<file path="config.mk">
export PLATFORM = sky130hd
export DESIGN_NAME = sto_div
export DESIGN_NICKNAME = d
export VERILOG_FILES = /design/src/rtl/stochastic_oscillator_alert_defines.svh /design/src/rtl/sto_pkg.sv /design/src/rtl/sto_div.sv
export SDC_FILE = /design/constraint.sdc
export NUM_CORES = 1
export LEC_CHECK = 0
export BUFFER_PORTS_ARGS = -buffer_cell sky130_fd_sc_hd__buf_2
export CAP_MARGIN = 20
export CORE_UTILIZATION = 29
export DETAILED_ROUTE_END_ITERATION = 12
export PLACE_DENSITY = 0.51
export REMOVE_ABC_BUFFERS = 1
export SYNTH_ARGS = -nofsm -noshare
export SYNTH_HDL_FRONTEND = slang
export SYNTH_SLANG_ARGS = --single-unit
</file>
<file path="constraint.sdc">
create_clock -name clock -period 3.2 [get_ports clock]
set_input_delay 0.64 -clock clock [delete_from_list [all_inputs] [get_ports clock]]
set_output_delay 0.64 -clock clock [all_outputs]
set_load 0.02 [all_outputs]
</file>
<file path="src/rtl/stochastic_oscillator_alert_defines.svh">
// ----------------------------------------------------------------------------
// stochastic oscillator alert: assertion macros
// checks with the block clock and reset, empty in synthesis builds
// ----------------------------------------------------------------------------
`ifndef STOCHASTIC_OSCILLATOR_ALERT_DEFINES_SVH
`define STOCHASTIC_OSCILLATOR_ALERT_DEFINES_SVH
`ifndef SYNTHESIS
// property checked outside of reset
`define SOA_ASSERT(name, prop, msg) \
   name: assert property (@(posedge clock) disable iff (reset) prop) else $error(msg);
// property checked at every edge, reset included
`define SOA_ASSERT_ALWAYS(name, prop, msg) \
   name: assert property (@(posedge clock) prop) else $error(msg);
`else
`define SOA_ASSERT(name, prop, msg)
`define SOA_ASSERT_ALWAYS(name, prop, msg)
`endif
`endif

</file>
<file path="src/rtl/sto_pkg.sv">
// ----------------------------------------------------------------------------
// sto_pkg
// shared types and constants of the stochastic oscillator alert block
// ----------------------------------------------------------------------------
package sto_pkg;

   // fixed field widths
   localparam int K_W        = 15;
   localparam int QUOT_W     = 15;
   localparam int DIV_CNT_W  = 4;
   localparam int PERIOD_W   = 7;
   localparam int SMOOTH_W   = 5;
   localparam int LINE_W     = 7;
   localparam int CSR_IDX_W  = 3;
   localparam int CSR_DATA_W = 7;
   localparam int RSP_W      = 40;

   localparam logic [K_W-1:0] FULL_SCALE = K_W'(25600);

   // configuration register indexes
   typedef enum logic [CSR_IDX_W-1:0] {
      REG_PERIOD    = 3'd0,
      REG_K_SMOOTH  = 3'd1,
      REG_D_SMOOTH  = 3'd2,
      REG_BUY_LINE  = 3'd3,
      REG_SELL_LINE = 3'd4
   } csr_reg_type;

   // alert codes
   typedef enum logic [1:0] {
      ALERT_NONE = 2'd0,
      ALERT_BUY  = 2'd1,
      ALERT_SELL = 2'd2
   } alert_type;

   // which value is in flight
   typedef enum logic [1:0] {
      STG_RAW,
      STG_K,
      STG_D
   } stg_type;

   // sequencer states
   typedef enum logic [3:0] {
      ST_IDLE,
      ST_LOAD,
      ST_SCAN,
      ST_RAW,
      ST_DIV_GO,
      ST_DIV_WAIT,
      ST_AVG,
      ST_SUM,
      ST_ADV,
      ST_ALERT,
      ST_OUT
   } state_type;

   // controls of the window cells
   typedef struct packed {
      logic shift;
      logic load;
      logic step;
   } cell_ctl_type;

   // divider status
   typedef struct packed {
      logic busy;
      logic done;
   } div_stat_type;

endpackage

</file>
<file path="src/rtl/sto_div.sv">
// ----------------------------------------------------------------------------
// sto_div
// restoring divider, one quotient bit per cycle; the quotient must fit in
// QUOT_W bits (numerator below denominator shifted up by QUOT_W)
// ----------------------------------------------------------------------------
module sto_div
   import sto_pkg::*;
#(
   parameter int DEN_W = 32
) (
   input  logic                    clock,
   input  logic                    reset,
   input  logic                    start,
   input  logic [DEN_W+QUOT_W-1:0] numer,
   input  logic [DEN_W-1:0]        denom,
   output div_stat_type            stat,
   output logic [QUOT_W-1:0]       quot
);

   logic                 busy_ff, done_ff;
   logic [DIV_CNT_W-1:0] cnt_ff;
   logic [DEN_W-1:0]     rem_ff, den_ff, rem_in;
   logic [QUOT_W-1:0]    quo_ff, quo_in;
   logic [DEN_W:0]       trial;

   // one trial subtract
   always_comb begin
      trial = {rem_ff, quo_ff[QUOT_W-1]};
      if (trial >= {1'b0, den_ff}) begin
         rem_in = DEN_W'(trial - {1'b0, den_ff});
         quo_in = {quo_ff[QUOT_W-2:0], 1'b1};
      end else begin
         rem_in = trial[DEN_W-1:0];
         quo_in = {quo_ff[QUOT_W-2:0], 1'b0};
      end
   end

   // control
   always_ff @(posedge clock) begin
      if (reset) begin
         busy_ff <= 1'b0;
         done_ff <= 1'b0;
         cnt_ff  <= '0;
      end else begin
         done_ff <= 1'b0;
         if (start) begin
            busy_ff <= 1'b1;
            cnt_ff  <= DIV_CNT_W'(QUOT_W);
         end else if (busy_ff) begin
            cnt_ff <= cnt_ff - 1'b1;
            if (cnt_ff == DIV_CNT_W'(1)) begin
               busy_ff <= 1'b0;
               done_ff <= 1'b1;
            end
         end
      end
   end

   // datapath
   always_ff @(posedge clock) begin
      if (start) begin
         rem_ff <= numer[DEN_W+QUOT_W-1:QUOT_W];
         quo_ff <= numer[QUOT_W-1:0];
         den_ff <= denom;
      end else if (busy_ff) begin
         rem_ff <= rem_in;
         quo_ff <= quo_in;
      end
   end

   assign stat.busy = busy_ff;
   assign stat.done = done_ff;
   assign quot      = quo_ff;

endmodule

</file>
==> After elaboration in Yosys (flattened, before gate mapping) <==
Cells that the tools add are included.
{ "totals": {"regBits": 85, "out_inout_bits": 17, "wordCells": 25} }
{ "op_classes": {"reduce_logical": 2, "eq_ne": 1, "mux": 12, "add_sub_neg": 2, "bitwise": 1, "n_lt_le_gt_ge": 1} }
{ "op_table": {"columns": ["operator", "n"], "rows": [
  ["2-to-1 mux 32 bit", 3],
  ["greater-or-equal comparator 33 x 32 -> 1 bit", 1],
  ["subtractor 32 bit", 1],
  ["2-to-1 mux 15 bit", 2],
  ["2-to-1 mux 4 bit", 2],
  ["2-to-1 mux 1 bit", 5],
  ["== test 4 x 1 -> 1 bit, second input constant", 1],
  ["subtractor 4 x 1 -> 4 bit, second input constant", 1],
  ["OR reduction 3 bit", 1],
  ["nonzero test 2 bit", 1],
  ["NOT 1 bit", 1]
]} }

==> Logic depth before layout (Yosys ltp) <==
Gate-level depths: netlist (run 1).
{ "depth": {"depth_word": 4, "mapped_depth": 15} }

==> Worst setup path before layout (run 1) <==
OpenSTA, ideal clock, no wires.
{ "synth_path": {"path_type": "reg2reg", "start": "register quo_ff[14], in the netlist quot[14]", "end": "register rem_ff[28], data pin", "stages_incl_launch_ff": 14, "required_time_ns": 2.939, "setup_ns": 0.261, "synth_period_minus_slack_ns": 3.473, "n_path_buf": 0, "t_arrival_ns": 3.213, "setup_slack_ns": -0.273, "path_cell_list": "edfxtp_1 -> inv_1 -> ha_1 -> inv_1 -> fa_1 -> a21o_1 -> a221o_1 -> a41oi_2 -> o211ai_2 -> a221o_2 -> a31oi_4 -> o21ai_0 -> xor2_1 -> a221o_1"} }
{ "synth_via": {"elab_chain_cells": 4, "word_cells_on_any_way": 5} }
{ "synth_lines": {"columns": ["item", "line", "rtl"], "rows": [
  ["start: declaration", "sto_div.sv:23", "logic [QUOT_W-1:0] quo_ff, quo_in;"],
  ["start signal: assignment", "sto_div.sv:63", "quo_ff <= numer[QUOT_W-1:0];"],
  ["start signal: assignment", "sto_div.sv:67", "quo_ff <= quo_in;"],
  ["subtractor 32 bit or greater-or-equal comparator 33 x 32 -> 1 bit (tied branches)", "sto_div.sv:30, sto_div.sv:29", null],
  ["2-to-1 mux 32 bit (*)", "sto_div.sv:29", "if (trial >= {1'b0, den_ff}) begin"],
  ["2-to-1 mux 32 bit (*)", "sto_div.sv:65", "end else if (busy_ff) begin"],
  ["2-to-1 mux 32 bit (*)", "sto_div.sv:61", "if (start) begin"],
  ["end signal: assignment", "sto_div.sv:62", "rem_ff <= numer[DEN_W+QUOT_W-1:QUOT_W];"],
  ["end signal: assignment", "sto_div.sv:66", "rem_ff <= rem_in;"],
  ["end: declaration", "sto_div.sv:22", "logic [DEN_W-1:0] rem_ff, den_ff, rem_in;"]
]} }
Every way passes the cells marked *; elsewhere a longest branch is shown, timed or not. The select of a mux whose other input is x is not followed.
A chain may end at the register's enable or synchronous reset.

==> Worst setup path in the final report (run 1) <==
{ "layout_path": {"start": "register quo_ff[14], in the netlist quot[14]", "end": "register rem_ff[24], data pin"} }
Same word-level chain as after synthesis.

==> results of run 1 <==
## layout make-up
type / instances / area [um^2] / area share (%)
clock inverters: 7 / 65.1 / 0.964
well taps: 229 / 287 / 4.25
repair buffers: 139 / 858 / 12.7
multi-input cells: 320 / 2660 / 39.3
flip-flops and latches: 85 / 2490 / 36.9
clock buffers: 9 / 225 / 3.34
inverters: 44 / 165 / 2.45
## metal layers
metal | wire [um] | vias up
li1 | - | 1995
met1 | 5950 | 1852
met2 | 5670 | 83
met3 | 619 | 16
met4 | 247 | 0
met5 | 0 | -
## through the flow
stage               power (mW)  TNS [ps]  setup slack, ps
floorplan                 3.34     -7450             -364
global placement          4.12      -682             -201
detailed placement        4.14     -1160             -285
CTS                       5.29      -313             -112
global route              5.75     -1460             -255
finish                    5.35      -353             -114
## worst paths after layout
check / from / endpoint / slack, ps / cells past startpoint
worst max-delay path: quot[14] / rem_ff[24] / -110 / 13
worst min-delay path: denom[11] / den_ff[11] / 460 / 1
worst max register to register: quot[14] / rem_ff[24] / -110 / 13
worst min register to register: cnt_ff[3] / done_ff / 560 / 3
## flip-flops by register name, summed over array words and instances, names as in the netlist
signal,flops
den_ff,32
rem_ff,32
quot,15
cnt_ff,4
busy_ff,1
done_ff,1
## cells in the mapped netlist, drive strengths merged, types with 6 or more instances
cell | count | share of area (%)
a21o | 18 | 2.5
a21oi | 33 | 3.2
a221o | 7 | 1.3
buf | 10 | 1.6
clkbuf | 13 | 1.1
dfxtp | 6 | 2.2
edfxtp | 79 | 44
ha | 34 | 8.0
inv | 44 | 3.1
mux2 | 50 | 11
nand2 | 25 | 1.8
nand4 | 7 | 0.82
nor2 | 24 | 1.7
nor3 | 10 | 0.94
o21ai | 15 | 1.4
xnor2 | 16 | 2.6
xor2 | 15 | 2.5
## repair_timing
item                                    4_1_cts  5_1_grt
pin swaps                                     9        9
endpoints found under the setup margin       10       22
buffers inserted                              2        2
gates resized for setup                      14       18
## logic make-up after synthesis
logic type               count (synthesis)  share of synthesized area [%]
adder cells (fa/ha/maj)                 35                           8.34
multiplexers                            53                           11.2
AND/OR/NAND/NOR                         99                           9.39
flip-flops                              85                           46.6
AO/OA/AOI/OAI                          102                           13.6
XOR/XNOR                                31                           5.08
buffers and inverters                   67                           5.81
## power by group
group	internal, mW	switching (mW)	total (mW)	leakage (nW)
logic	1.36	1.32	2.69	1.96
registers	1.51	0.112	1.62	0.835
clock network	0.601	0.442	1.04	0.145
total	3.47	1.87	5.35	2.94
## critical path, stage by stage, from the launching register on
cell	delay (ps)
edfxtp_1	400
inv_2	90
ha_4	120
inv_2	30
fa_2	360
a21o_1	190
a221o_1	370
a41oi_2	170
o211ai_2	140
a221o_2	410
a31oi_4	190
xnor2_1	90
mux2_4	250
mux2_4	260
==> results.toml, run 1 <==
[run]
cap_viol_max_count = 0

[global_route]
use_met2_pct = 22.0
grt_pass1_vias = 4195
antenna_found_initial = 0
grt_util_met3_pct = 3.46
grt_start_max_net_pins = 48
grt_util_all_layers_pct = 14.1
overflow = 0
grt_pass1_wl_um = 20500
use_met1_pct = 18.5
top_usage_layer = "met2"

[detailed_routing]
drtIter0Drc = 201
wl_per_cell_um = 15.0
vias_per_cell = 4.74
drc = 0
dr.pass1.iters = 6
wl_um = 12500
final_antenna_net_count = 0
vias = 3946

[cts]
cts-htree-levels = 3
cts_buffers = 9
cts_buffer_depth = 2
cts_tree = "yes"
path_clk_slew_ps = 70
clk_latency_ps = 350
clock-root-buffer = "clkbuf_16"
cts.sinks = 85
cts-hold-fix-buffers = 0

[worst_setup_path]
start_kind = "flip-flop"
path_max_fanout = 3
critPathKind = "flip-flop to flip-flop"
required_ps = 3290
arrival_ps = 3410
worst_setup_path_end_kind = "flip-flop"

[placed_design]
dp_hpwl_um = 9040
dp_cells = 813
io_buffers = 98
placed_cell_area_um2 = 6310
gp_congestion = 0.836

[finish]
drive_above_1_share_pct = 38.1
final_nets = 716
area_growth_pct = 26.3
fin_cells = 833
final_common_cell = "buf_2"
fill_cells = 1825
final_area_um2 = 6750
utilization_pct = 37.4
antenna_cells = 0
mostFrequentLayoutCells = "buf_2 (97), edfxtp_1 (79), mux2_2 (43)"

[power]
power.density_nw_per_um2 = 793
total_leakage_power_nw = 2.94
vdd_drop_max_v = 0.000326

[synth]
ys_ff_latch = 85
synthCells = 472
yosysUniqueCellTypes = 63
synth_seq_area_share_pct = 46.6
ys_warn_count = 0
synthArstFlopShare_pct = 0
avgSynthCellArea_um2 = 11.3
synthesis.area_um2 = 5340
ys_dominant_reg_cell = "edfxtp_1"
synth-edff-count = 79

[sta]
rsz0062_at_grt = "true"
hold_ws_ps = 461
final.setup_skew_ps = 9.33
max_freq_mhz = 302
max_slew_margin_pct = 64.1
setup_viol = 4
finalWorstSetupSlack_ps = -114
finalCritPeriodShare_pct = 104
hold_viol = 0
worstMarginPinSlew_ps = 538
fin_crit_ps = 3310
slew_violations = 0

[die]
die_w_um = 138
dieArea_um2 = 19000
fp.coreArea_um2 = 18000
io_pins = 99
start_util_pct = 29.6
fp-row-count = 49
fp.dieH_um = 138

[run_status]
status = "finished with violations"
violations = "setup timing"

[min_path]
min_path_type = "input pin to flip-flop"
Note: power is estimated with default switching activity, not from simulation.
==> run 2, diff against run 1 <==
--- a/config.mk
+++ b/config.mk
@@ -7,10 +7,12 @@
 export LEC_CHECK = 0
 export BUFFER_PORTS_ARGS = -buffer_cell sky130_fd_sc_hd__buf_2
 export CAP_MARGIN = 20
+export CORE_MARGIN = 2
 export CORE_UTILIZATION = 29
 export DETAILED_ROUTE_END_ITERATION = 12
 export PLACE_DENSITY = 0.51
 export REMOVE_ABC_BUFFERS = 1
+export SETUP_SLACK_MARGIN = 0.4
 export SYNTH_ARGS = -nofsm -noshare
 export SYNTH_HDL_FRONTEND = slang
 export SYNTH_SLANG_ARGS = --single-unit
==> run 2 against run 1 <==
Effect of this change:
- the run still ends with setup timing left
- combinational power increased by 26%
- sequential share of layout area decreased by 3.2 points
- wire length increased by 13%
- register-to-register slack about the same
- critical path type unchanged
- clock power increased by 5%
- flip-flop and latch count unchanged
- total power increased by 15%
- critical path depth unchanged
- core utilization increased by 3.5 points
- count of clock-buffer cells in the layout increased by 1
- via count increased by 5.7%
- cell count increased by 3.6%
==> results.toml, run 2 (same netlist as run 1, synthesis figures left out) <==
[power]
total_leakage_power_nw = 3.28
power.density_nw_per_um2 = 830
total_power_mw = 6.13
vdd_drop_max_v = 0.000333

[global_route]
overflow = 0
antenna_found_initial = 0
grt_util_all_layers_pct = 14.8
grt_pass1_vias = 4423
grt_pass1_wl_um = 22900
grt_start_max_net_pins = 37

[detailed_routing]
final_antenna_net_count = 0
dr_wl_met3_um = 737
top_layer = "met4"
wl_per_cell_um = 16.3
drtIter0Drc = 233
drc = 0
vias_per_cell = 4.83
wl_met2_um = 6660
wl_um = 14100
vias = 4172
wl_met1_um = 6480
dr.pass1.iters = 4

[sta]
finalCritPeriodShare_pct = 103
fin_crit_ps = 3310
hold_viol = 0
max_slew_margin_pct = 56.7
max_freq_mhz = 303
finalWorstSetupSlack_ps = -106
worstMarginPinSlew_ps = 649
setup_viol = 6
final.setup_skew_ps = 8.19
slew_violations = 0
rsz0062_at_grt = "true"

[placed_design]
gp_congestion = 0.833
placed_cell_area_um2 = 6270
dp_hpwl_um = 9580
place_ws_ps = -281
io_buffers = 98

[worst_setup_path]
start_kind = "flip-flop"
arrival_ps = 3410
critPathKind = "flip-flop to flip-flop"
path_max_fanout = 3
worst_setup_path_end_kind = "flip-flop"
required_ps = 3310

[run_status]
violations = "setup timing"
status = "finished with violations"

[cts]
clk_latency_ps = 360
path_clk_slew_ps = 70
cts-hold-fix-buffers = 0
cts_buffers = 9
cts.sinks = 85
cts_tree = "yes"
cts-htree-levels = 3
cts_buffer_depth = 2
clock-root-buffer = "clkbuf_16"

[finish]
antenna_cells = 0
drive_above_1_share_pct = 45.4
mostFrequentLayoutCells = "buf_2 (97), edfxtp_1 (79), buf_4 (52)"
final_area_um2 = 7390
final_nets = 746
fill_cells = 1775
area_growth_pct = 38.2
final_common_cell = "buf_2"

[die]
start_util_pct = 29.6
dieArea_um2 = 19500
fp.dieH_um = 140
fp-row-count = 49
fp.coreArea_um2 = 18000
io_pins = 99
die_w_um = 140

[min_path]
min_path_type = "input pin to flip-flop"

[run]
cap_viol_max_count = 0
-- run 2: critical path, cell delays in order, from the launching register on --
cell	delay [ps]
edfxtp_1	400
inv_2	90
ha_4	130
inv_2	40
fa_2	370
a21o_1	180
a221o_1	340
a41oi_2	160
o211ai_2	130
a221o_2	440
buf_6	130
xor2_1	130
mux2_4	260
mux2_2	250
-- run 2: layout make-up --
cell class                 instances  area, um^2  area share [%]
inverter                          44         165            2.24
clock buffer                      10         229            3.10
tap                              229         287            3.88
timing repair buffer             169        1190            16.1
clock inverter                     6        71.3           0.966
sequential                        85        2490            33.7
multi-input combinational        320        2950            39.9
-- run 2: worst paths after layout --
| path | start | end | slack, ps | cells after the start |
|---|---|---|---|---|
| setup / recovery | quot[14] | rem_ff[22] | -110 | 13 |
| hold / removal | denom[19] | den_ff[19] | 450 | 1 |
| setup reg to reg | quot[14] | rem_ff[22] | -110 | 13 |
| hold reg to reg | quot[10] | quot[11] | 580 | 1 |
-- run 2: report_power, final --
group          leakage (nW)  switching, mW  internal [mW]  total (mW)
clock                 0.140          0.478          0.613        1.09
combinational          2.31           1.54           1.86        3.40
sequential            0.835          0.130           1.51        1.64
-- run 2: stage by stage --
stage,hold slack (ps),std cells,setup TNS (ps),utilization [%]
after CTS,440,854,-245,39.6
after detailed placement,556,813,-1720,34.8
after global placement,555,813,-710,34.8
after floorplan,526,449,-7450,-
after global routing,441,863,-1100,41.0
final,454,863,-328,41.0
-- run 2: what timing repair did --
| item | 4_1_cts | 5_1_grt |
|---|---|---|
| setup endpoints to repair | 33 | 33 |
| pin swaps | 14 | 22 |
| buffers inserted | 21 | 9 |
| gates cloned | 4 | 0 |
| endpoints found under the hold margin | 0 | 0 |
| gates resized for setup | 80 | 36 |
-- run 2: layer usage --
layer,vias up,track usage (%)
met1,2010,19.0
met5,-,0
met3,17,3.89
met4,0,5.00
li1,2049,-
met2,96,24.0
