[config.mk]
export PLATFORM = sky130hd
export DESIGN_NAME = sto_cell
export DESIGN_NICKNAME = d
export VERILOG_FILES = /design/src/rtl/stochastic_oscillator_alert_defines.svh /design/src/rtl/sto_pkg.sv /design/src/rtl/sto_cell.sv
export SDC_FILE = /design/constraint.sdc
export NUM_CORES = 1
export LEC_CHECK = 0
export BUFFER_PORTS_ARGS = -buffer_cell sky130_fd_sc_hd__buf_2
export CORE_MARGIN = 1.5
export CORE_UTILIZATION = 52
export CTS_BUF_LIST = sky130_fd_sc_hd__clkbuf_16
export CTS_CLUSTER_SIZE = 10
export DETAILED_ROUTE_END_ITERATION = 8
export PLACE_DENSITY = 0.83
export RECOVER_POWER = 100
export SLEW_MARGIN = 30
export SYNTH_ARGS = -nofsm -noshare
export SYNTH_HDL_FRONTEND = slang
export SYNTH_SLANG_ARGS = --single-unit
[constraint.sdc]
create_clock -name clock -period 5.9 [get_ports clock]
set_clock_uncertainty 0.15 [all_clocks]
set_input_delay 0.295 -clock clock [delete_from_list [all_inputs] [get_ports clock]]
set_output_delay 0.295 -clock clock [all_outputs]
set_load 0.02 [all_outputs]
[src/rtl/stochastic_oscillator_alert_defines.svh]
// ----------------------------------------------------------------------------
// stochastic oscillator alert: assertion macros
// checks with the block clock and reset, empty in synthesis builds
// ----------------------------------------------------------------------------
`ifndef STOCHASTIC_OSCILLATOR_ALERT_DEFINES_SVH
`define STOCHASTIC_OSCILLATOR_ALERT_DEFINES_SVH
`ifndef SYNTHESIS
// property checked outside of reset
`define SOA_ASSERT(name, prop, msg) \
   name: assert property (@(posedge clock) disable iff (reset) prop) else $error(msg);
// property checked at every edge, reset included
`define SOA_ASSERT_ALWAYS(name, prop, msg) \
   name: assert property (@(posedge clock) prop) else $error(msg);
`else
`define SOA_ASSERT(name, prop, msg)
`define SOA_ASSERT_ALWAYS(name, prop, msg)
`endif
`endif

[src/rtl/sto_pkg.sv]
// ----------------------------------------------------------------------------
// sto_pkg
// shared types and constants of the stochastic oscillator alert block
// ----------------------------------------------------------------------------
package sto_pkg;

   // fixed field widths
   localparam int K_W        = 15;
   localparam int QUOT_W     = 15;
   localparam int DIV_CNT_W  = 4;
   localparam int PERIOD_W   = 7;
   localparam int SMOOTH_W   = 5;
   localparam int LINE_W     = 7;
   localparam int CSR_IDX_W  = 3;
   localparam int CSR_DATA_W = 7;
   localparam int RSP_W      = 40;

   localparam logic [K_W-1:0] FULL_SCALE = K_W'(25600);

   // configuration register indexes
   typedef enum logic [CSR_IDX_W-1:0] {
      REG_PERIOD    = 3'd0,
      REG_K_SMOOTH  = 3'd1,
      REG_D_SMOOTH  = 3'd2,
      REG_BUY_LINE  = 3'd3,
      REG_SELL_LINE = 3'd4
   } csr_reg_type;

   // alert codes
   typedef enum logic [1:0] {
      ALERT_NONE = 2'd0,
      ALERT_BUY  = 2'd1,
      ALERT_SELL = 2'd2
   } alert_type;

   // which value is in flight
   typedef enum logic [1:0] {
      STG_RAW,
      STG_K,
      STG_D
   } stg_type;

   // sequencer states
   typedef enum logic [3:0] {
      ST_IDLE,
      ST_LOAD,
      ST_SCAN,
      ST_RAW,
      ST_DIV_GO,
      ST_DIV_WAIT,
      ST_AVG,
      ST_SUM,
      ST_ADV,
      ST_ALERT,
      ST_OUT
   } state_type;

   // controls of the window cells
   typedef struct packed {
      logic shift;
      logic load;
      logic step;
   } cell_ctl_type;

   // divider status
   typedef struct packed {
      logic busy;
      logic done;
   } div_stat_type;

endpackage

[src/rtl/sto_cell.sv]
// ----------------------------------------------------------------------------
// sto_cell
// one window slot: holds a bar high and low, and a running max/min that
// takes its neighbor's running value one step per cycle during a scan
// ----------------------------------------------------------------------------
module sto_cell
   import sto_pkg::*;
#(
   parameter int PRICE_BITS = 32
) (
   input  logic                  clock,
   input  cell_ctl_type          ctl,
   input  logic                  tail,
   input  logic [PRICE_BITS-1:0] shift_hi,
   input  logic [PRICE_BITS-1:0] shift_lo,
   input  logic [PRICE_BITS-1:0] nbr_max,
   input  logic [PRICE_BITS-1:0] nbr_min,
   output logic [PRICE_BITS-1:0] own_hi,
   output logic [PRICE_BITS-1:0] own_lo,
   output logic [PRICE_BITS-1:0] acc_max,
   output logic [PRICE_BITS-1:0] acc_min
);

   logic [PRICE_BITS-1:0] hi_ff, lo_ff, max_ff, min_ff;
   logic [PRICE_BITS-1:0] max_in, min_in;

   // running extremes: own values merged with the neighbor's
   always_comb begin
      max_in = max_ff;
      min_in = min_ff;
      if (ctl.load) begin
         max_in = hi_ff;
         min_in = lo_ff;
      end else if (ctl.step && !tail) begin
         max_in = (nbr_max > hi_ff) ? nbr_max : hi_ff;
         min_in = (nbr_min < lo_ff) ? nbr_min : lo_ff;
      end
   end

   // window slot and running value
   always_ff @(posedge clock) begin
      if (ctl.shift) begin
         hi_ff <= shift_hi;
         lo_ff <= shift_lo;
      end
      max_ff <= max_in;
      min_ff <= min_in;
   end

   assign own_hi  = hi_ff;
   assign own_lo  = lo_ff;
   assign acc_max = max_ff;
   assign acc_min = min_ff;

endmodule

Word level (Yosys, flattened, before mapping):

Index checks and enable logic that the tools add are counted.
W data, S select, Z words.

* flip-flop bits (word level): 128
* input bits: 133
* output and inout bits: 128
* logic and storage cells: 15

* magnitude comparators: 2
* multiplexer cells: 6
* reduce and logical (&&, ||, !) cells: 3

Operators by type and width (count)
* $mux W32: 6
* $gt A32 B32 Y1: 1
* $lt A32 B32 Y1: 1
* $reduce_bool A2 Y1: 1
* $logic_and A1 B1 Y1: 1
* $logic_not A1 Y1: 1

Logic depth before layout (Yosys ltp):

Gate-level depths: netlist of the first run.

* depth in word-level cells: 4
* depth in mapped cells: 9
* mapped depth without buffers: 8

Worst setup path after synthesis of the first run:

Ideal clock, no wire load.

* path type: reg2reg
* start point: reg lo_ff[13], in the netlist own_lo[13]
* end point: reg min_ff[10], in the netlist acc_min[10] (data pin)
* setup time: 260 ps
* arrival: 2552 ps
* required time: 5490 ps
* slack: 2938 ps
* stages on the path, launching flop included: 10
* buffers on the path: 1
* clock period less this slack: 2962 ps
* cell sequence: edfxtp_1 > inv_1 > ha_1 > a21o_1 > a21o_1 > a221o_1 > a211o_1 > a211oi_4 > buf_6 > mux2_4

* word-level cells in the longest chain between the ends: 4

RTL lines
* from (decl): line sto_cell.sv:24 `logic [PRICE_BITS-1:0] hi_ff, lo_ff, max_ff, min_ff;`
* from (signal assigned): line sto_cell.sv:44 `lo_ff <= shift_lo;`
* $lt A32 B32 Y1: line sto_cell.sv:36 `min_in = (nbr_min < lo_ff) ? nbr_min : lo_ff;`
* $mux W32: line sto_cell.sv:36
* $mux W32: line sto_cell.sv:34 `end else if (ctl.step && !tail) begin`
* $mux W32: line sto_cell.sv:31 `if (ctl.load) begin`
* net min_in[10]: line sto_cell.sv:25 `logic [PRICE_BITS-1:0] max_in, min_in;`
* to (signal assigned): line sto_cell.sv:47 `min_ff <= min_in;`
* to (decl): line sto_cell.sv:24

The timed path passes the listed nets, and every way through them passes these cells. The select of a mux whose other input is x is not followed.
A chain may end at the register's enable or synchronous reset.

Worst setup path after layout of the first run:

* start point: reg lo_ff[13], in the netlist own_lo[13]
* end point: reg min_ff[9], in the netlist acc_min[9] (data pin)

The elaborated chain is that of the path after synthesis.

==> results of run 1 <==
[timing repair]
item                                   4_1_cts  5_1_grt
endpoints found under the hold margin       64        0
hold buffers                                64        0
buffers inserted                             0        0
[cells in the mapped netlist (all sizes together)]
| cell type | count | area share |
|---|---|---|
| nor3 | 1 | 0.00079 |
| o22ai | 1 | 0.00098 |
| nand2 | 15 | 0.0088 |
| and4 | 2 | 0.0030 |
| or4b | 1 | 0.0016 |
| a2111oi | 2 | 0.0028 |
| nand2b | 1 | 0.00098 |
| a31oi | 1 | 0.0020 |
| ha | 63 | 0.12 |
| a2bb2oi | 1 | 0.0014 |
| o21ai | 9 | 0.0071 |
| nor2b | 2 | 0.0020 |
| a221oi | 2 | 0.0028 |
| nand3 | 3 | 0.0024 |
| a21o | 6 | 0.0071 |
| nor2 | 5 | 0.0030 |
| a211oi | 2 | 0.0043 |
| a21oi | 25 | 0.020 |
| buf | 6 | 0.011 |
| o21a | 2 | 0.0024 |
| edfxtp | 128 | 0.60 |
| a211o | 1 | 0.0014 |
| o211ai | 1 | 0.0012 |
| inv | 64 | 0.038 |
| nand4 | 10 | 0.0098 |
| and3 | 2 | 0.0020 |
| mux2 | 64 | 0.13 |
| a221o | 1 | 0.0016 |
| nor4 | 4 | 0.0039 |
[registers in the layout, summed over array words and instances, names as in the netlist]
| name | cells |
|---|---|
| acc_max | 32 |
| acc_min | 32 |
| own_lo | 32 |
| own_hi | 32 |
[power by group through the flow]
stage / Sequential [W] / Clock, W / Combinational [W]
after floorplan: 0.00128 / 0 / 0.000202
after global placement: 0.00117 / 0 / 0.000489
after detailed placement: 0.00117 / 0 / 0.000509
after CTS: 0.00116 / 0.00107 / 0.000548
after global routing: 0.00117 / 0.00112 / 0.000553
final: 0.00117 / 0.00107 / 0.000515
[layout make-up]
| type | count | area, µm² |
|---|---|---|
| clock buffers | 17 | 425 |
| clock inverters | 15 | 171 |
| fillers | 802 | 3170 |
| inverters | 64 | 240 |
| multi-input cells | 227 | 2110 |
| flip-flops and latches | 128 | 3840 |
| well taps | 147 | 184 |
| repair buffers | 328 | 1820 |
[stage by stage]
stage	power (W)	cells	worst slack (ns)
global route	0.00285	926	1.45
global placement	0.00166	829	2.39
finish	0.00275	926	1.51
detailed placement	0.00168	830	2.32
CTS	0.00277	926	2.32
floorplan	0.00149	425	2.94
[layer usage]
metal  vias to the layer above  track usage  share of wire
li1                       2272            -              -
met1                      2366        0.307           0.36
met2                       310        0.514           0.52
met3                        36       0.0930          0.097
met4                         0        0.113          0.022
met5                         -            0              0
[cells by family after synthesis]
family,count (synthesis)
flops,128
buf+inv,70
mux,64
fa+ha+maj,63
compound gates,54
simple gates,46
[worst paths after layout]
check / startpoint / to / slack [ns] / cells after the start
setup / recovery: own_lo[13]$_DFFE_PP_ / acc_min[9]$_DFFE_PP_ / 1.51 / 9
hold / removal: nbr_min[22] / acc_min[22]$_DFFE_PP_ / 0.04 / 2
setup reg to reg: own_lo[13]$_DFFE_PP_ / acc_min[9]$_DFFE_PP_ / 1.51 / 9
hold reg to reg: own_lo[23]$_DFFE_PP_ / acc_min[23]$_DFFE_PP_ / 0.45 / 1
==> run metrics, run 1 <==
result of the run finished with violations; failing checks max-capacitance violations, max-slew violations; combinational cell fraction of total power 0.187; Psw 0.000766 W; core area 12000 µm²; sort of element at the start of the critical path flop; worst-path cell with the longest stage delay a211oi_1; floorplan die area 12900 µm²; final hold slack 0.0407 ns; largest fanout on the critical path 25; Remaining Overflow, GRT 0; Max-Cap Viols 4; average wire per standard cell between 15 and 20 µm; total detailed-routing wirelength 18200 µm; clock-pin slew on the worst setup and hold paths 0.07 ns; post-synthesis share of cell area spent on full adders, half adders and majority gates 0.124; total vias in the final route about 5000; buffers added on ports 260; setup violators final 0; Buffers & Inverters on Critical Path 2; Max stage delay on crit path 1.29 ns; RePlAce Congestion 0.843; num ports between 200 and 300; mux cell area share after synthesis 0.131; post_cts resized 0; netlist area before placement ~6400 µm²; transition time of the tightest slew-check pin 3.78 ns; antenna cells 0; number of buffers created by CTS 17; FF+latch count, synth 128; layout cell share with drive strength beyond 1 0.258; Skew-Pair Late Insertion Delay about 0.42 ns; post-synthesis cell type count 32; Clock Root Buffer clkbuf_16; internal power summed over all cells a little under 0.002 W; remaining design rule violation count 0; Synth Area in Simple Gates 0.0382; horizontal die dimension 114 µm; Post-Synthesis Mean Instance Area approximately 15 µm²; complex-gate fraction of the synthesized area 0.0545; Largest delay share family, worst path compound AO/OA/AOI/OAI gates; number of nets in the synthesized netlist between 600 and 700; share of total power in the clock network 0.389; number of max-slew violations in the final report 154; kind of path behind the tightest hold check input pin to flop; final worst path period share 0.744; arrival time worst endpoint 4.40 ns; initial standard-cell utilization of the core 0.532; proportion of synthesized chip area in sequential cells 0.604; Power per Cell Area 313 nW/µm²; Util after Layout 0.735; RSZ-0062 raised after global routing no; Placement Rows 40; most common cell after layout, fill and taps aside clkbuf_1; summed area of non-filler cells in the final layout 8790 µm²; Yosys warnings 0; xor/xnor share of the synthesized area 0; Net Sw Frac 0.279; slew margin rel. -1.52; number of global-route vias before repair 5319; most used cell, CP a21o_1; NumNets Final approximately 960; TritonCTS sink count 128; maximum root-to-sink buffer count 2; highest ir drop seen on vdd 0.000263 V; WS Path Type flop to flop; first-pass GRT wire length 27300 µm; critical path cell sequence inv_1 -> ha_1 -> a21o_1 -> a21o_1 -> a221o_1 -> a211o_1 -> a211oi_1 -> buf_4 -> mux2_1; H-tree levels 4; proportion of power drawn by flip-flops and latches 0.424; leakage power of the design 3.81 nW; Post-Synthesis Cells 425; DP Wirelength 11300 µm; final setup TNS 0 ns; DR iter-0 viols about 360; die height about 110 µm; Total Routing Usage GR 0.284; clock tree from TritonCTS built; maximum number of pins on one net before global-route repair 65; largest family of logic cells by synthesized area multiplexers; final hold violations 0; initial antenna violation count 0; detail-routed via count per cell 5.38; CP endpoint kind flop; final antenna-violating net count 0; Peak Freq about 0.23 GHz; first drt pass iteration count 4; Period minus WS final 4.39 ns; Post-Place Cell Area ~8000 µm²; top library cells by usage in the layout, fill and taps aside clkbuf_1, edfxtp_1, buf_2; required time reported for the critical path endpoint 5.90 ns; Layout area overhead 38.2%
No activity file was read; power rests on OpenSTA's default activity.
==> inputs of run 2 (changes only) <==
--- a/config.mk
+++ b/config.mk
@@ -7,11 +7,11 @@
 export LEC_CHECK = 0
 export BUFFER_PORTS_ARGS = -buffer_cell sky130_fd_sc_hd__buf_2
 export CORE_MARGIN = 1.5
-export CORE_UTILIZATION = 52
+export CORE_UTILIZATION = 49
 export CTS_BUF_LIST = sky130_fd_sc_hd__clkbuf_16
 export CTS_CLUSTER_SIZE = 10
 export DETAILED_ROUTE_END_ITERATION = 8
-export PLACE_DENSITY = 0.83
+export PLACE_DENSITY = 0.79
 export RECOVER_POWER = 100
 export SLEW_MARGIN = 30
 export SYNTH_ARGS = -nofsm -noshare
==> constraint.sdc (replaced) <==
create_clock -name clock -period 4.35 [get_ports clock]
set_clock_uncertainty 0.15 [all_clocks]
set_input_delay 0.2175 -clock clock [delete_from_list [all_inputs] [get_ports clock]]
set_output_delay 0.2175 -clock clock [all_outputs]
set_load 0.02 [all_outputs]
==> run 2 against run 1 <==
  * The run still ends with max-capacitance violations, max-slew violations left
  * Utilization rose by 1.1 points
  * Via count up 9.4%
  * Hold slack gained 0.32 ns
  * Die area rose by 6.0%
  * Combinational power up 45%
  * First-iteration DRC count increased by 32%
  * Routed wire length grew 12%
  * Sequential power increased by 35%
  * Critical path type is now input pin to flop
  * Largest power group unchanged
==> run metrics, run 2 (same netlist as run 1, synthesis figures left out) <==
Psw ~0.0011 W; Post-Place Cell Area 7850 µm²; floorplan die area 13700 µm²; clock-pin slew on the worst setup and hold paths 0.06 ns; summed area of non-filler cells in the final layout 9420 µm²; number of filler instances in the final layout 850; die height approximately 120 µm; buffers added on ports 260; horizontal die dimension 117 µm; Skew-Pair Late Insertion Delay 0.42 ns; Placement Rows 41; Peak Freq 0.278 GHz; final worst path period share 0.827; largest fanout on the critical path 32; WS Path Type input pin to flop; final hold slack around 0.36 ns; antenna cells 0; total power after layout 0.00376 W; Period minus WS final 3.60 ns; end point of the most critical hold path own_lo[22]$_DFFE_PP_; maximum number of pins on one net before global-route repair 36; endpoint of the worst-slack reg-to-reg timing path acc_min[10]$_DFFE_PP_; required time reported for the critical path endpoint 4.36 ns; result of the run finished with violations; RePlAce Congestion 0.832; arrival time worst endpoint 3.61 ns; Remaining Overflow, GRT 0; highest ir drop seen on vdd 0.000297 V; number of max-slew violations in the final report 98; initial antenna violation count 0; FF-to-FF setup slack 0.76 ns; slew margin rel. -0.376; kind of path behind the tightest hold check input pin to flop; initial standard-cell utilization of the core 0.504; failing checks max-capacitance violations, max-slew violations; total vias in the final route 5451; final antenna-violating net count 0; share of total power in the clock network 0.380; number of global-route vias before repair 5765; core area 12600 µm²; setup violators final 0; maximum root-to-sink buffer count 2; CP endpoint kind flop; max layer used met4; Clock Root Buffer clkbuf_16; proportion of power drawn by flip-flops and latches 0.421; DR iter-0 viols 473; final setup TNS 0 ns; NumNets Final 1026; WL met1 7130 µm; amount of wire on met2 after detailed routing 10300 µm; total detailed-routing wirelength 20400 µm; most common cell after layout, fill and taps aside clkbuf_1; RSZ-0062 raised after global routing no; cell count of the worst reg-to-reg path 9; top library cells by usage in the layout, fill and taps aside clkbuf_1, edfxtp_1, dlygate4sd3_1; Util after Layout 0.746; remaining design rule violation count 0; Net Sw Frac 0.281; internal power summed over all cells 0.00271 W; number of buffers added for setup after CTS 0; combinational cell fraction of total power 0.199; Layout area overhead 48.0%; number of buffers created by CTS 17; H-tree levels 4; layout cell share with drive strength beyond 1 0.226; clock tree from TritonCTS built; TritonCTS sink count between 100 and 150; met3 wire length 2170 µm; sort of element at the start of the critical path input pin; DP Wirelength 11800 µm; Hold Path Origin shift_lo[22]; detail-routed via count per cell ~5.4; leakage power of the design 4.03 nW; post_cts resized 0; Power per Cell Area roughly 400 nW/µm²; first-pass GRT wire length 29600 µm; Total Routing Usage GR 0.297; final hold violations 0; first drt pass iteration count 5; average wire per standard cell 20.1 µm; Max-Cap Viols 3; depth of the worst hold-timing path 2; Critical R2R Launch own_lo[13]$_DFFE_PP_; transition time of the tightest slew-check pin 2.06 ns; num ports ~260
run 2: cell count changes in the layout (fill, tap and decap cells not counted), sizes merged:
cell	delta
buf	-4
clkbuf	+4
inv	-1
dlygate4sd3	+64
run 2: cell type report:
type / instances / area (µm²) / share of cell area
inverters: 64 / 240 / 0.0255
well taps: 172 / 215 / 0.0229
flip-flops and latches: 128 / 3840 / 0.408
repair buffers: 392 / 2430 / 0.258
clock buffers: 17 / 425 / 0.0452
multi-input cells: 227 / 2110 / 0.224
clock inverters: 14 / 151 / 0.0161
run 2: layer usage:
| layer | up-vias | global-route usage |
|---|---|---|
| met4 | 0 | 0.165 |
| met5 | - | 0 |
| met2 | 412 | 0.533 |
| met1 | 2569 | 0.303 |
| li1 | 2401 | - |
| met3 | 69 | 0.104 |
run 2: worst max-delay path by stage:
stage / from / end / slack [ns]
2_1_floorplan: own_lo[13]$_DFFE_PP_ / acc_min[10]$_DFFE_PP_ / 1.39
3_3_place_gp: own_lo[13]$_DFFE_PP_ / acc_min[0]$_DFFE_PP_ / 1.20
3_5_place_dp: own_hi[30]$_DFFE_PP_ / acc_max[23]$_DFFE_PP_ / 1.09
4_1_cts: own_hi[30]$_DFFE_PP_ / acc_max[23]$_DFFE_PP_ / 1.08
5_1_grt: own_hi[30]$_DFFE_PP_ / acc_max[9]$_DFFE_PP_ / 0.58
6_report: nbr_max[30] / acc_max[21]$_DFFE_PP_ / 0.75
run 2: power by group through the flow:
stage / Sequential [W] / Clock [W] / Combinational (W)
final: 0.00158 / 0.00143 / 0.000749
after global routing: 0.00159 / 0.00149 / 0.000804
after CTS: 0.00157 / 0.00143 / 0.000786
after detailed placement: 0.00159 / 0 / 0.000690
after global placement: 0.00159 / 0 / 0.000669
after floorplan: 0.00174 / 0 / 0.000274
run 2: through the flow:
stage	setup slack (ns)	cells
final	0.754	1014
after CTS	1.08	1014
after global routing	0.583	1014
after global placement	1.20	855
after detailed placement	1.09	855
after floorplan	1.39	425
run 2: timing repair:
action                                  4_1_cts  5_1_grt
hold endpoints to repair                    128        0
hold buffers                                128        0
endpoints found under the setup margin        0        0
run 2: worst max-delay path, cell delays in order:
cell	delay, ns
dlygate4sd3_1	0.55
buf_2	0.14
ha_1	0.31
nand4_1	0.19
nor4_1	0.63
a221oi_1	0.23
a31oi_4	0.19
clkbuf_2	0.69
mux2_2	0.44
==> inputs of run 3 (changes only) <==
==> constraint.sdc (replaced) <==
create_clock -name clock -period 3.4 [get_ports clock]
set_clock_uncertainty 0.15 [all_clocks]
set_input_delay 0.17 -clock clock [delete_from_list [all_inputs] [get_ports clock]]
set_output_delay 0.17 -clock clock [all_outputs]
set_load 0.02 [all_outputs]
==> run 3 against run 2 <==
  * The flow still finishes with violations (max-capacitance violations, max-slew violations)
  * Hold slack lost 0.048 ns
  * Utilization fell by 0.069 points
  * Register-to-register slack got worse by 0.55 ns
  * First-iteration DRC count shrank 11%
  * Critical path type is now flop to flop
  * Largest cell class unchanged
==> run metrics, run 3 (same netlist as run 1, synthesis figures left out) <==
final setup TNS 0 ns; worst-path cell with the longest stage delay edfxtp_1; Placement Rows between 40 and 50; top library cells by usage in the layout, fill and taps aside clkbuf_1, edfxtp_1, dlygate4sd3_1; total power after layout 0.00472 W; maximum root-to-sink buffer count 2; slew margin rel. -0.193; number of global-route vias before repair 5611; kind of path behind the tightest hold check input pin to flop; die height 117 µm; Layout area overhead 47.9%; TritonCTS sink count 128; most common cell after layout, fill and taps aside clkbuf_1; first-pass GRT wire length 28900 µm; Clock Root Buffer clkbuf_16; # placed instances 856; required time reported for the critical path endpoint 3.40 ns; highest ir drop seen on vdd ~0.00042 V; RSZ-0062 raised after global routing no; setup violators final 0; maximum number of pins on one net before global-route repair 65; transition time of the tightest slew-check pin 1.79 ns; final worst path period share 0.939; detail-routed via count per cell 5.25; layout cell share with drive strength beyond 1 0.232; Peak Freq about 0.31 GHz; DR iter-0 viols ~420; Non-Filler Instances about 1000; number of buffers added for setup after CTS 0; horizontal die dimension 117 µm; largest fanout on the critical path 21; initial standard-cell utilization of the core 0.504; arrival time worst endpoint between 3 and 4 ns; clock-pin slew on the worst setup and hold paths 0.06 ns; average wire per standard cell 19.3 µm; failing checks max-capacitance violations, max-slew violations; Total Routing Usage GR 0.286; critical path cell sequence inv_1 -> ha_1 -> and4_2 -> a221o_1 -> a211o_1 -> a211oi_1 -> buf_4 -> mux2_1; H-tree levels 4; buffers added on ports 260; num ports 261; number of max-slew violations in the final report 65; WS Path Type flop to flop; first drt pass iteration count 5; DP Wirelength about 11000 µm; number of buffers created by CTS 17; result of the run finished with violations; Period minus WS final 3.19 ns; clock tree from TritonCTS built; Max stage delay on crit path 0.43 ns; initial antenna violation count 0; NumNets Final 1027; core area around 13000 µm²; total vias in the final route 5333; Remaining Overflow, GRT 0; CP endpoint kind flop; final hold violations 0; Skew-Pair Late Insertion Delay roughly 0.41 ns; antenna cells 0; Power per Cell Area 501 nW/µm²; leakage power of the design 4.04 nW; Max-Cap Viols 1; total detailed-routing wirelength 19600 µm; final antenna-violating net count 0; remaining design rule violation count 0; RePlAce Congestion 0.827; sort of element at the start of the critical path flop; floorplan die area 13700 µm²
-- run 3: changes by cell type in the layout (fill, tap and decap cells not counted), sizes merged --
cell,change
buf,+3
bufinv,-1
clkbuf,-2
clkinvlp,+2
-- run 3: final timing paths --
check	from	endpoint	slack, ns	cells past startpoint
max	own_lo[15]$_DFFE_PP_	acc_min[13]$_DFFE_PP_	0.21	8
min	shift_lo[15]	own_lo[15]$_DFFE_PP_	0.31	2
max reg2reg	own_lo[15]$_DFFE_PP_	acc_min[13]$_DFFE_PP_	0.21	8
min reg2reg	own_lo[23]$_DFFE_PP_	acc_min[23]$_DFFE_PP_	0.45	1
-- run 3: routing by layer --
metal | up-vias | wire (µm) | global-route usage
li1 | 2408 | - | -
met1 | 2519 | 7330 | 0.322
met2 | 351 | 9820 | 0.505
met3 | 55 | 1780 | 0.0891
met4 | 0 | 629 | 0.120
met5 | - | 0 | 0
-- run 3: final cells by class --
| type | count | area [µm²] |
|---|---|---|
| Tap cell | 172 | 215 |
| Fill cell | 840 | 3210 |
| Timing Repair Buffer | 393 | 2450 |
| Clock buffer | 17 | 425 |
| Inverter | 64 | 240 |
| Sequential cell | 128 | 3840 |
| Multi-Input combinational cell | 227 | 2110 |
| Clock inverter | 15 | 129 |
-- run 3: stage by stage --
step / util / instance area, µm² / hold slack, ns / worst slack [ns]
after detailed placement: 0.625 / 7880 / 0.198 / 0.286
after floorplan: - / 6360 / 0.119 / 0.438
after global routing: 0.745 / 9410 / 0.303 / 0.0806
after global placement: 0.625 / 7880 / 0.196 / 0.377
final: 0.745 / 9410 / 0.310 / 0.206
after CTS: 0.770 / 9720 / 0.287 / 0.268
-- run 3: repair_timing --
action	in CTS	in global routing
hold endpoints to repair	128	0
resized for setup	0	0
hold buffers	128	0
-- run 3: power breakdown --
part | switching, W | internal [W] | leakage, nW | total [W]
Sequential | 0.0000846 | 0.00194 | 1.27 | 0.00202
Combinational | 0.000565 | 0.000395 | 2.51 | 0.000959
Clock | 0.000680 | 0.00106 | 0.269 | 0.00174
Total | 0.00133 | 0.00339 | 4.04 | 0.00472
-- run 3: worst max-delay path: cells and delay by family (launching register included) --
family | cells | cell delay (ns)
adders and majority gates | 1 | 0.24
AOI/OAI and AO/OA | 3 | 0.97
DFF | 1 | 0.43
muxes | 1 | 0.40
and+or+nand+nor | 1 | 0.27
buffers and inverters | 2 | 0.46
